===== src/lidar_planar_point_classifier_macros.svh =====
// assertion helpers for the planar point classifier
`ifndef LIDAR_PLANAR_POINT_CLASSIFIER_MACROS_SVH
`define LIDAR_PLANAR_POINT_CLASSIFIER_MACROS_SVH

// same-cycle implication, checked outside reset
`define LPPC_ASSERT_NOW(label, ante, cons, msg) \
    label: assert property (@(posedge clk) disable iff (!rst_n) (ante) |-> (cons)) \
        else $error(msg);

// next-cycle implication, checked outside reset
`define LPPC_ASSERT_NEXT(label, ante, cons, msg) \
    label: assert property (@(posedge clk) disable iff (!rst_n) (ante) |=> (cons)) \
        else $error(msg);

`endif


===== src/lppc_pkg.sv =====
package lppc_pkg;

    localparam int HALF_WINDOW = 2;
    localparam int WIN_LEN     = 2 * HALF_WINDOW + 1;
    localparam int FILL_W      = $clog2(WIN_LEN + 1);
    localparam int STRIDE      = 4;
    localparam int PHASE_W     = $clog2(STRIDE);

    localparam int COORD_W     = 24;
    localparam int INTENS_W    = 16;
    localparam int LIMIT_I_W   = 16;
    localparam int LIMIT_G_W   = 24;
    localparam int CFG_DATA_W  = 24;
    localparam int CFG_INDEX_W = 2;

    // candidate queue, depth must be a power of two
    localparam int QUEUE_DEPTH = 2;
    localparam int QPTR_W      = $clog2(QUEUE_DEPTH);
    localparam int QCNT_W      = $clog2(QUEUE_DEPTH + 1);

    localparam logic [CFG_INDEX_W-1:0] REG_INTENSITY_LIMIT = 2'd0;
    localparam logic [CFG_INDEX_W-1:0] REG_GRADIENT_LIMIT  = 2'd1;

    localparam logic [LIMIT_I_W-1:0] INTENSITY_LIMIT_RST = 16'd77;
    localparam logic [LIMIT_G_W-1:0] GRADIENT_LIMIT_RST  = 24'd102;

    typedef struct packed {
        logic signed [COORD_W-1:0]  pos_x;
        logic signed [COORD_W-1:0]  pos_y;
        logic signed [COORD_W-1:0]  pos_z;
        logic        [INTENS_W-1:0] intensity;
        logic                       intensity_valid;
        logic                       region_start;
    } point_t;

    typedef struct packed {
        logic signed [COORD_W-1:0]  plane_x;
        logic signed [COORD_W-1:0]  plane_y;
        logic signed [COORD_W-1:0]  plane_z;
        logic        [INTENS_W-1:0] plane_intensity;
        logic                       plane_intensity_valid;
    } plane_t;

    typedef struct packed {
        logic signed [COORD_W-1:0]  x;
        logic signed [COORD_W-1:0]  y;
        logic signed [COORD_W-1:0]  z;
        logic        [INTENS_W-1:0] intensity;
        logic                       intensity_valid;
    } win_entry_t;

    typedef struct packed {
        logic                valid;
        logic [INTENS_W-1:0] value;
    } bright_t;

    // one tested window center with everything the check needs
    typedef struct packed {
        win_entry_t                    center;
        logic signed [COORD_W-1:0]     z_prev;
        logic signed [COORD_W-1:0]     z_next;
        bright_t [WIN_LEN-1:0]         bright;
    } cand_t;

    typedef struct packed {
        logic full;
        logic empty;
    } q_status_t;

endpackage


===== src/lppc_front.sv =====
module lppc_front (
    input  logic             clk,
    input  logic             rst_n,
    input  lppc_pkg::point_t point,
    input  logic             point_valid,
    input  logic             point_ready,
    output lppc_pkg::cand_t  cand,
    output logic             cand_push
);

    lppc_pkg::win_entry_t win_reg [lppc_pkg::WIN_LEN];
    lppc_pkg::win_entry_t win_next [lppc_pkg::WIN_LEN];

    logic [lppc_pkg::FILL_W-1:0]  fill_reg, fill_next, fill_base;
    logic [lppc_pkg::PHASE_W-1:0] phase_reg, phase_next, phase_base;
    logic                         accept, full, test;

    assign accept = point_valid && point_ready;

    // window after this point shifts in
    always_comb
    begin
        for (int k = 0; k < lppc_pkg::WIN_LEN - 1; k++)
        begin
            win_next[k] = win_reg[k+1];
        end
        win_next[lppc_pkg::WIN_LEN-1].x               = point.pos_x;
        win_next[lppc_pkg::WIN_LEN-1].y               = point.pos_y;
        win_next[lppc_pkg::WIN_LEN-1].z               = point.pos_z;
        win_next[lppc_pkg::WIN_LEN-1].intensity       = point.intensity;
        win_next[lppc_pkg::WIN_LEN-1].intensity_valid = point.intensity_valid;
    end

    // region start restarts fill and stride
    always_comb
    begin
        fill_base  = point.region_start ? '0 : fill_reg;
        phase_base = point.region_start ? '0 : phase_reg;
        if (fill_base < lppc_pkg::FILL_W'(lppc_pkg::WIN_LEN))
        begin
            fill_next = fill_base + 1'b1;
        end
        else
        begin
            fill_next = fill_base;
        end
        full       = (fill_next == lppc_pkg::FILL_W'(lppc_pkg::WIN_LEN));
        test       = full && (phase_base == '0);
        phase_next = full ? phase_base + 1'b1 : phase_base;
    end

    always_comb
    begin
        cand.center = win_next[lppc_pkg::HALF_WINDOW];
        cand.z_prev = win_next[0].z;
        cand.z_next = win_next[lppc_pkg::WIN_LEN-1].z;
        for (int k = 0; k < lppc_pkg::WIN_LEN; k++)
        begin
            cand.bright[k].valid = win_next[k].intensity_valid;
            cand.bright[k].value = win_next[k].intensity;
        end
    end

    assign cand_push = accept && test;

    always_ff @(posedge clk or negedge rst_n)
    begin
        if (!rst_n)
        begin
            fill_reg  <= '0;
            phase_reg <= '0;
        end
        else if (accept)
        begin
            fill_reg  <= fill_next;
            phase_reg <= phase_next;
        end
    end

    always_ff @(posedge clk)
    begin
        if (accept)
        begin
            for (int k = 0; k < lppc_pkg::WIN_LEN; k++)
            begin
                win_reg[k] <= win_next[k];
            end
        end
    end

endmodule


===== src/lppc_queue.sv =====
module lppc_queue (
    input  logic                clk,
    input  logic                rst_n,
    input  lppc_pkg::cand_t     push_data,
    input  logic                push,
    input  logic                pop,
    output lppc_pkg::cand_t     head,
    output lppc_pkg::q_status_t status
);

    lppc_pkg::cand_t mem [lppc_pkg::QUEUE_DEPTH];

    logic [lppc_pkg::QPTR_W-1:0] wr_ptr_reg, rd_ptr_reg;
    logic [lppc_pkg::QCNT_W-1:0] count_reg, count_next;

    assign status.full  = (count_reg == lppc_pkg::QCNT_W'(lppc_pkg::QUEUE_DEPTH));
    assign status.empty = (count_reg == '0);
    assign head         = mem[rd_ptr_reg];

    always_comb
    begin
        count_next = count_reg;
        if (push && !pop)
        begin
            count_next = count_reg + 1'b1;
        end
        else if (pop && !push)
        begin
            count_next = count_reg - 1'b1;
        end
    end

    always_ff @(posedge clk or negedge rst_n)
    begin
        if (!rst_n)
        begin
            wr_ptr_reg <= '0;
            rd_ptr_reg <= '0;
            count_reg  <= '0;
        end
        else
        begin
            if (push)
            begin
                wr_ptr_reg <= wr_ptr_reg + 1'b1;
            end
            if (pop)
            begin
                rd_ptr_reg <= rd_ptr_reg + 1'b1;
            end
            count_reg <= count_next;
        end
    end

    always_ff @(posedge clk)
    begin
        if (push)
        begin
            mem[wr_ptr_reg] <= push_data;
        end
    end

endmodule


===== src/lppc_back.sv =====
module lppc_back (
    input  logic                                clk,
    input  logic                                rst_n,
    input  lppc_pkg::cand_t                     cand,
    input  logic                                cand_avail,
    output logic                                cand_pop,
    input  logic [lppc_pkg::LIMIT_I_W-1:0]      intensity_limit,
    input  logic [lppc_pkg::LIMIT_G_W-1:0]      gradient_limit,
    output lppc_pkg::plane_t                    plane,
    output logic                                plane_valid,
    input  logic                                plane_ready
);

    typedef struct packed {
        lppc_pkg::win_entry_t              center;
        logic [lppc_pkg::COORD_W:0]        dn_abs;
        logic [lppc_pkg::COORD_W:0]        dp_abs;
        logic                              any;
        logic [lppc_pkg::INTENS_W-1:0]     lo;
        logic [lppc_pkg::INTENS_W-1:0]     hi;
    } s1_t;

    s1_t  s1_reg, s1_next;
    logic s1_valid_reg;
    logic out_valid_reg;
    lppc_pkg::plane_t out_reg;

    logic signed [lppc_pkg::COORD_W:0]   dn, dp;
    logic        [lppc_pkg::COORD_W+1:0] gd;
    logic        [lppc_pkg::COORD_W+1:0] gabs;
    logic        [lppc_pkg::INTENS_W-1:0] spread;
    logic advance, s1_take, planar, int_ok, grad_ok;

    // stage 1: depth deltas and intensity range
    always_comb
    begin
        dn = {cand.z_next[lppc_pkg::COORD_W-1], cand.z_next}
           - {cand.center.z[lppc_pkg::COORD_W-1], cand.center.z};
        dp = {cand.z_prev[lppc_pkg::COORD_W-1], cand.z_prev}
           - {cand.center.z[lppc_pkg::COORD_W-1], cand.center.z};
        s1_next.center = cand.center;
        s1_next.dn_abs = dn[lppc_pkg::COORD_W] ? -dn : dn;
        s1_next.dp_abs = dp[lppc_pkg::COORD_W] ? -dp : dp;
        s1_next.any    = 1'b0;
        s1_next.lo     = '0;
        s1_next.hi     = '0;
        for (int k = 0; k < lppc_pkg::WIN_LEN; k++)
        begin
            if (cand.bright[k].valid)
            begin
                if (!s1_next.any || cand.bright[k].value < s1_next.lo)
                begin
                    s1_next.lo = cand.bright[k].value;
                end
                if (!s1_next.any || cand.bright[k].value > s1_next.hi)
                begin
                    s1_next.hi = cand.bright[k].value;
                end
                s1_next.any = 1'b1;
            end
        end
    end

    // stage 2: limit compares into the output register
    always_comb
    begin
        gd      = {1'b0, s1_reg.dn_abs} - {1'b0, s1_reg.dp_abs};
        gabs    = gd[lppc_pkg::COORD_W+1] ? -gd : gd;
        spread  = s1_reg.hi - s1_reg.lo;
        int_ok  = !s1_reg.any || (spread <= intensity_limit);
        grad_ok = (gabs <= {2'b00, gradient_limit});
        planar  = int_ok && grad_ok;
    end

    assign advance  = !out_valid_reg || plane_ready;
    assign s1_take  = s1_valid_reg && advance;
    assign cand_pop = cand_avail && (!s1_valid_reg || advance);

    always_ff @(posedge clk or negedge rst_n)
    begin
        if (!rst_n)
        begin
            s1_valid_reg  <= 1'b0;
            out_valid_reg <= 1'b0;
        end
        else
        begin
            if (!s1_valid_reg || advance)
            begin
                s1_valid_reg <= cand_avail;
            end
            if (s1_take && planar)
            begin
                out_valid_reg <= 1'b1;
            end
            else if (plane_ready)
            begin
                out_valid_reg <= 1'b0;
            end
        end
    end

    always_ff @(posedge clk)
    begin
        if (cand_pop)
        begin
            s1_reg <= s1_next;
        end
        if (s1_take && planar)
        begin
            out_reg.plane_x               <= s1_reg.center.x;
            out_reg.plane_y               <= s1_reg.center.y;
            out_reg.plane_z               <= s1_reg.center.z;
            out_reg.plane_intensity       <= s1_reg.center.intensity_valid ?
                                             s1_reg.center.intensity : '0;
            out_reg.plane_intensity_valid <= s1_reg.center.intensity_valid;
        end
    end

    assign plane       = out_reg;
    assign plane_valid = out_valid_reg;

endmodule


===== src/lidar_planar_point_classifier.sv =====
// lidar planar point classifier: takes one lidar point per request on the point channel
// and keeps a five-point sliding window per region (region_start on a point restarts the
// window and the stride of 4). once the window is full, every fourth center is checked:
// the spread of valid intensities must not exceed intensity_limit (no valid intensity
// passes) and the depth gradient ||z[+2]-z|-|z[-2]-z|| must not exceed gradient_limit.
// passing centers come out on the plane channel, intensity forced to zero when invalid.
// rate is one point per clock sustained; point_ready drops only when the two-entry
// candidate queue between the window front end and the check pipeline is full.
// plane_valid rises once the request completing the window has passed the queue write on
// its accepting edge, then the range stage, then the compare into the output register.
// the user writes the limit registers (index 0 intensity_limit, 1 gradient_limit) via
// cfg_we only while idle; the block itself does not enforce it.

`include "lidar_planar_point_classifier_macros.svh"

module lidar_planar_point_classifier (
    input  logic                                 clk,
    input  logic                                 rst_n,
    input  lppc_pkg::point_t                     point,
    input  logic                                 point_valid,
    output logic                                 point_ready,
    output lppc_pkg::plane_t                     plane,
    output logic                                 plane_valid,
    input  logic                                 plane_ready,
    input  logic                                 cfg_we,
    input  logic [lppc_pkg::CFG_INDEX_W-1:0]     cfg_index,
    input  logic [lppc_pkg::CFG_DATA_W-1:0]      cfg_data
);

    // limit registers
    logic [lppc_pkg::LIMIT_I_W-1:0] intensity_limit_reg;
    logic [lppc_pkg::LIMIT_G_W-1:0] gradient_limit_reg;

    // front to queue to back
    lppc_pkg::cand_t     cand_in, cand_head;
    logic                q_push, q_pop;
    lppc_pkg::q_status_t q_status;

    // outgoing plane with an invalid intensity
    logic                plane_nan;

    always_ff @(posedge clk or negedge rst_n)
    begin
        if (!rst_n)
        begin
            intensity_limit_reg <= lppc_pkg::INTENSITY_LIMIT_RST;
            gradient_limit_reg  <= lppc_pkg::GRADIENT_LIMIT_RST;
        end
        else if (cfg_we)
        begin
            case (cfg_index)
                lppc_pkg::REG_INTENSITY_LIMIT:
                begin
                    intensity_limit_reg <= cfg_data[lppc_pkg::LIMIT_I_W-1:0];
                end
                lppc_pkg::REG_GRADIENT_LIMIT:
                begin
                    gradient_limit_reg <= cfg_data[lppc_pkg::LIMIT_G_W-1:0];
                end
                default:
                begin
                    // unknown index, write dropped
                end
            endcase
        end
    end

    // front end takes a point whenever the queue has room
    assign point_ready = !q_status.full;

    lppc_front u_front (
        .clk         (clk),
        .rst_n       (rst_n),
        .point       (point),
        .point_valid (point_valid),
        .point_ready (point_ready),
        .cand        (cand_in),
        .cand_push   (q_push)
    );

    lppc_queue u_queue (
        .clk       (clk),
        .rst_n     (rst_n),
        .push_data (cand_in),
        .push      (q_push),
        .pop       (q_pop),
        .head      (cand_head),
        .status    (q_status)
    );

    lppc_back u_back (
        .clk             (clk),
        .rst_n           (rst_n),
        .cand            (cand_head),
        .cand_avail      (!q_status.empty),
        .cand_pop        (q_pop),
        .intensity_limit (intensity_limit_reg),
        .gradient_limit  (gradient_limit_reg),
        .plane           (plane),
        .plane_valid     (plane_valid),
        .plane_ready     (plane_ready)
    );

    assign plane_nan = plane_valid && !plane.plane_intensity_valid;

    // queue never overflows or underflows
    `LPPC_ASSERT_NOW(a_no_overflow, q_push, !q_status.full, "candidate pushed into full queue")
    `LPPC_ASSERT_NOW(a_no_underflow, q_pop, !q_status.empty, "candidate popped from empty queue")
    // invalid intensity leaves as zero
    `LPPC_ASSERT_NOW(a_nan_zero, plane_nan, plane.plane_intensity == '0, "nan not zeroed")
    // a candidate only ever leaves the queue with room downstream or a free stage
    `LPPC_ASSERT_NEXT(a_pop_lands, q_pop && !q_push, !q_status.full, "queue full right after pop")

endmodule


===== config.mk =====
export PLATFORM = sky130hd
export DESIGN_NAME = lidar_planar_point_classifier
export DESIGN_NICKNAME = d
export VERILOG_FILES = /design/src/lppc_pkg.sv /design/src/lppc_front.sv /design/src/lppc_queue.sv /design/src/lppc_back.sv /design/src/lidar_planar_point_classifier.sv
export VERILOG_INCLUDE_DIRS = /design/src /design/src/src
export SDC_FILE = /design/constraint.sdc
export NUM_CORES = 1
export LEC_CHECK = 0
export BUFFER_PORTS_ARGS = -buffer_cell sky130_fd_sc_hd__buf_4
export CAP_MARGIN = 20
export CORE_MARGIN = 3
export CORE_UTILIZATION = 50
export CTS_BUF_LIST = sky130_fd_sc_hd__clkbuf_4 sky130_fd_sc_hd__clkbuf_8
export DETAILED_ROUTE_END_ITERATION = 16
export PLACE_DENSITY_LB_ADDON = 0.12
export SYNTH_ARGS = -nofsm -noshare
export SYNTH_HDL_FRONTEND = slang
export SYNTH_SLANG_ARGS = --single-unit
export TNS_END_PERCENT = 1

===== constraint.sdc =====
create_clock -name clk -period 11.1 [get_ports clk]
set_input_delay 1.665 -clock clk [delete_from_list [all_inputs] [get_ports clk]]
set_output_delay 1.665 -clock clk [all_outputs]
set_load 0.1 [all_outputs]

**After elaboration in Yosys (flattened, before gate mapping)**

Memory sizes are Yosys's and may differ from the RTL's.
Cells that the tools add are included.

- Flip-flop bits (word level): 312
- Memory bits (writable): 889
- Output and inout bits: 91
- Logic and storage cells: 121
- Memories kept: 2

- Add/sub/neg operators: 13
- Magnitude comparators: 11
- Equal/unequal tests: 3
- Multiplexer cells: 28
- Reduce and logical (&&, ||, !) cells: 38

Memories:

| memory | depth | width | rd ports | clocked after Yosys merged registers in | write ports | RTL line | text |
|---|---|---|---|---|---|---|---|
| u_front.win_reg | 5 | 89 | 4 | 0 | 5 | lppc_front.sv:11 | `lppc_pkg::win_entry_t win_reg [lppc_pkg::WIN_LEN];` |
| u_queue.mem | 2 | 222 | 1 | 0 | 1 | lppc_queue.sv:11 | `lppc_pkg::cand_t mem [lppc_pkg::QUEUE_DEPTH];` |

Operator list:

| operator | count |
|---|---|
| 33-bit 2-to-1 mux | 4 |
| 16-bit 2-to-1 mux | 8 |
| 16-bit greater-than comparator | 4 |
| 16-bit < comparator | 4 |
| 25-bit negation | 2 |
| 24-bit by 24-bit subtractor with 25-bit output | 2 |
| 24-bit 2-to-1 mux | 2 |
| 32-bit 2-to-1 mux | 1 |
| 26-bit by 24-bit <= comparator with 1-bit output | 1 |
| 26-bit 2-to-1 mux | 1 |
| 26-bit negation | 1 |
| 25-bit by 25-bit subtractor with 26-bit output | 1 |
| 16-bit <= comparator | 1 |
| 16-bit subtractor | 1 |
| 1-bit logical NOT | 11 |
| 1-bit logical OR | 11 |
| 1-bit logical AND | 9 |
| 2-bit 2-to-1 mux | 4 |
| 2-bit logical NOT | 3 |
| 1-bit 2-to-1 mux | 6 |
| 3-bit 2-to-1 mux | 2 |
| 2-bit by 1-bit adder with 2-bit output (second input constant) | 2 |
| 2-bit AND reduction | 2 |
| 2-bit nonzero test | 2 |
| other kinds (7) | 8 |

**Depth between registers and ports, before layout**

An unclocked memory read counts as a cell.

- Word-level depth: 18
- Mapped depth: 50
- Gate-level depth less buffers: 42

**Hierarchy**

From an unflattened synthesis, not the netlist that was laid out.

- Cells, all modules: 3222
- Area, all modules: 47768.3 µm²

By module, submodules not included:

| module | instances | cells an instance | area an instance (µm²) |
|---|---|---|---|
| lppc_back | 1 | 1919 | 19565.0 |
| lppc_queue | 1 | 707 | 16907.5 |
| lppc_front | 1 | 509 | 9758.1 |
| lidar_planar_point_classifier | 1 | 87 | 1537.7 |

**Worst setup path before layout**

No wires, ideal clock.

- Path type: input to register
- Start: in point[0] (netlist bit)
- End: mem u_queue.mem[0][0] (netlist bit), enable pin
- Setup time: 773 ps
- Arrival time: 11171 ps
- Required time: 10327 ps
- Slack: -844 ps
- Stages on the path: 9
- Buffers on the path: 0
- Path through: nor2b_1 -> ha_1 -> nor2_1 -> nor2_1 -> nor3_1 -> a31oi_1 -> nor2_1 -> nand2_1 -> nor2_1

- Word-level cells in the longest chain between the ends: 8
- Elaborated cells on any way between the ends: 11
- Those cells by class: add/sub: 1; order compare: 1; eq/ne: 1; mux: 5; reduce/logical: 3

Ends and longest elaborated chain:

| item | RTL line | text |
|---|---|---|
| start, declared | lidar_planar_point_classifier.sv:19 | `input lppc_pkg::point_t point,` |
| 3-bit 2-to-1 mux | lppc_front.sv:37 | `fill_base = point.region_start ? '0 : fill_reg;` |
| 3-bit by 1-bit adder with 3-bit output or 3-bit < comparator (tied branches) | lppc_front.sv:41, lppc_front.sv:39 |  |
| 3-bit 2-to-1 mux | lppc_front.sv:39 | `if (fill_base < lppc_pkg::FILL_W'(lppc_pkg::WIN_LEN))` |
| 3-bit equality test | lppc_front.sv:47 | `full = (fill_next == lppc_pkg::FILL_W'(lppc_pkg::WIN_LEN));` |
| 1-bit logical AND * | lppc_front.sv:48 | `test = full && (phase_base == '0);` |
| 1-bit logical AND * | lppc_front.sv:64 | `assign cand_push = accept && test;` |
| 1-bit 2-to-1 mux * | lppc_queue.sv:57 | `if (push)` |
| 1-bit 2-to-1 mux (implied by the code) * | lppc_queue.sv:59 | `mem[wr_ptr_reg] <= push_data;` |
| end, declared | lppc_queue.sv:11 |  |

Mark *: on every way between the ends. The rest lies on a longest branch, timed or not.

==> impl_metrics.toml <==
[run_status]
outcome = "completed"

[critical_path]
critPathArrivalTime_ns = 11.20
crit_buf_inv = 8
r2r_slack_ns = 0.47
worst_setup_path_start_kind = "flop"
critical-path-slowest-cell = "dfrtp_4"
worstPathMaxFanout = 19
rr_worst_depth = 45
crit_start = "u_queue.rd_ptr_reg"
critPathRequiredTime_ns = 11.67
rr_endpoint = "u_back.s1_reg[0]"
r2r_start = "u_queue.rd_ptr_reg"
crit_family = "simple AND/OR/NAND/NOR gates"
slowest_delay_ns = 0.63
crit_type = "flop to flop"
worst_setup_path_end_kind = "flop"

[logic_synthesis]
synth_ff_type = "edfxtp_1"
yosysSeqAreaShare = 0.652
syn_nets = 3475
synth_top_area_share = 0.624
syn_inst = 3108
synth_warnings = 0
ys_ff_latch = 982
synth_cell_types = 106
syn-cell-area_um2 = 44800
synth.most_common_cell = "edfxtp_1"
netlist.top_cell.by_area = "edfxtp_1"
synthArstFlopShare = 0.0519
synth_area_per_cell_um2 = 14.4
synth_commonest_cells = "edfxtp_1 (931), ha_1 (242), inv_1 (225)"
netlist_top_cells_area = "edfxtp_1 (62%), ha_1 (6.8%), mux2_2 (4.7%)"
synth_edf_count = 931

[placed_design]
placed_area_um2 = 48300
io_buffers = 211
hpwl_um = 78000
routabilityCongestion = 0.915
placed_cells = 4506

[min_path]
hold_depth = 0
holdPathEnd = "u_back.plane[50]"
hp-class = "flop to flop"
worstHoldStart = "u_back.s1_reg[133]"

[detailed_routing]
drtAntennaViolNets = 0
drt_wl_total_um = 108000
dr.pass1.iters = 6
drc = 0
wl_per_cell_um = 22.7
first_iter_violations = 1983
routed_via_density = 5.61
via_count = 26823

[global_routing]
gr-usage-met2 = 0.346
grt_max_degree = 153
antenna_found_initial = 3
gr-usage-met3 = 0.0448
grt_pass1_wl_um = 166000
grt_pass1_vias = 27121
busiest_layer = "met1"
use_met1 = 0.353
grt_use_total = 0.233
grt_overflow = 0

[floorplan]
dieArea_um2 = 93300
die_w_um = 305
core_area_um2 = 88600
initial_core_util = 0.506
chipHeight_um = 305
fp-row-count = 109
io_pins = 212

[timing]
min_period_over_period = 0.957
max_freq_ghz = 0.0941
setup-tns-final_ns = 0
finalHoldViolCount = 0
worstMarginPinSlew_ns = 1.13
finalCriticalPeriod_ns = 10.63
grt_setup_unrepaired = "no"
setup_viol = 0
maxSlewHeadroom = 0.246
fin_worst_skew_ns = 0.0458
maxSlewViolCount = 0

[finish]
syn_to_final_growth_pct = 14.6
largest_reg_flops = 410
fin_util = 0.579
instances_no_fill = 4779
fillers = 7039
design_area_um2 = 51400
final_nets = 3866
drive_gt1_frac = 0.222

[clock_network]
cts_max_level = 4
clock_path_buffers = 3
cts.sinks = 982
numCtsBuffers = 155
path_clk_slew_ns = 0.06
clock_latency_ns = 0.84
cts_tree = "yes"
cts_root_buffer = "clkbuf_8"

[job]
max_cap_violations = 0
## metrics by stage
step	setup slack (ns)	hold slack [ns]
3_3_place_gp	0.767	0.401
4_1_cts	0.406	0.394
2_1_floorplan	-0.225	0.400
5_1_grt	0.0678	0.403
6_report	0.473	0.397
3_5_place_dp	0.452	0.405
## worst max-delay path by stage
stage / to / slack, ns / cells after the start
after floorplan: u_back.plane[0] / -0.23 / 23
after global placement: u_back.s1_reg[0] / 0.77 / 44
after detailed placement: u_back.s1_reg[30] / 0.45 / 40
after CTS: u_back.s1_reg[30] / 0.41 / 40
after global routing: u_back.s1_reg[30] / 0.07 / 40
final: u_back.s1_reg[0] / 0.47 / 45
## worst register-to-register path, delay by kind of cell (launching register included)
family / cells / cell delay, ns
simple gates: 17 / 3.78
compound gates: 13 / 2.94
buf+inv: 8 / 1.23
fa+ha+maj: 4 / 1.12
mux: 3 / 0.66
flops: 1 / 0.63
## cell type report
| class | count | area (um2) | share of cell area |
|---|---|---|---|
| antenna | 7 | 17.5 | 0.000341 |
| clock buffer | 198 | 2460 | 0.0478 |
| clock inverter | 67 | 522 | 0.0102 |
| inverter | 226 | 861 | 0.0168 |
| multi-input combinational | 1836 | 14500 | 0.282 |
| sequential | 982 | 29200 | 0.569 |
| tap | 1165 | 1460 | 0.0284 |
| timing repair buffer | 298 | 2310 | 0.0449 |
## cell families (layout without fill, tap and decap cells)
family | after synthesis | after routing | synth area share
mux | 317 | 317 | 0.0761
flops | 982 | 982 | 0.652
simple gates | 614 | 614 | 0.0707
fa+ha+maj | 246 | 246 | 0.0693
compound gates | 527 | 527 | 0.0803
buf+inv | 290 | 789 | 0.0254
other cells | 0 | 7 | 0
xor+xnor | 132 | 132 | 0.0258
## layer usage
layer / vias up / wire [um]
met2: 752 / 47300
met1: 13258 / 52600
met3: 172 / 5960
met4: 0 / 2350
met5: - / 0
li1: 12641 / -
## cell usage in the layout (no fill, tap or decap), drive strengths merged, types with 117 or more instances in the layout
cell type / n
buf: 298
nand2: 126
mux2i: 128
mux2: 189
ha: 242
nor2: 144
edfxtp: 931
inv: 236
a21oi: 120
clkbuf: 198
o21ai: 117
## timing repair
item                                    4_1_cts  5_1_grt
endpoints found under the setup margin        0       32
hold buffers                                  0        0
buffers inserted                              0        0
resized for setup                             0        7
Power is not shown: default switching activity piles up to over one toggle a cycle in this logic, so the estimate is an artifact.
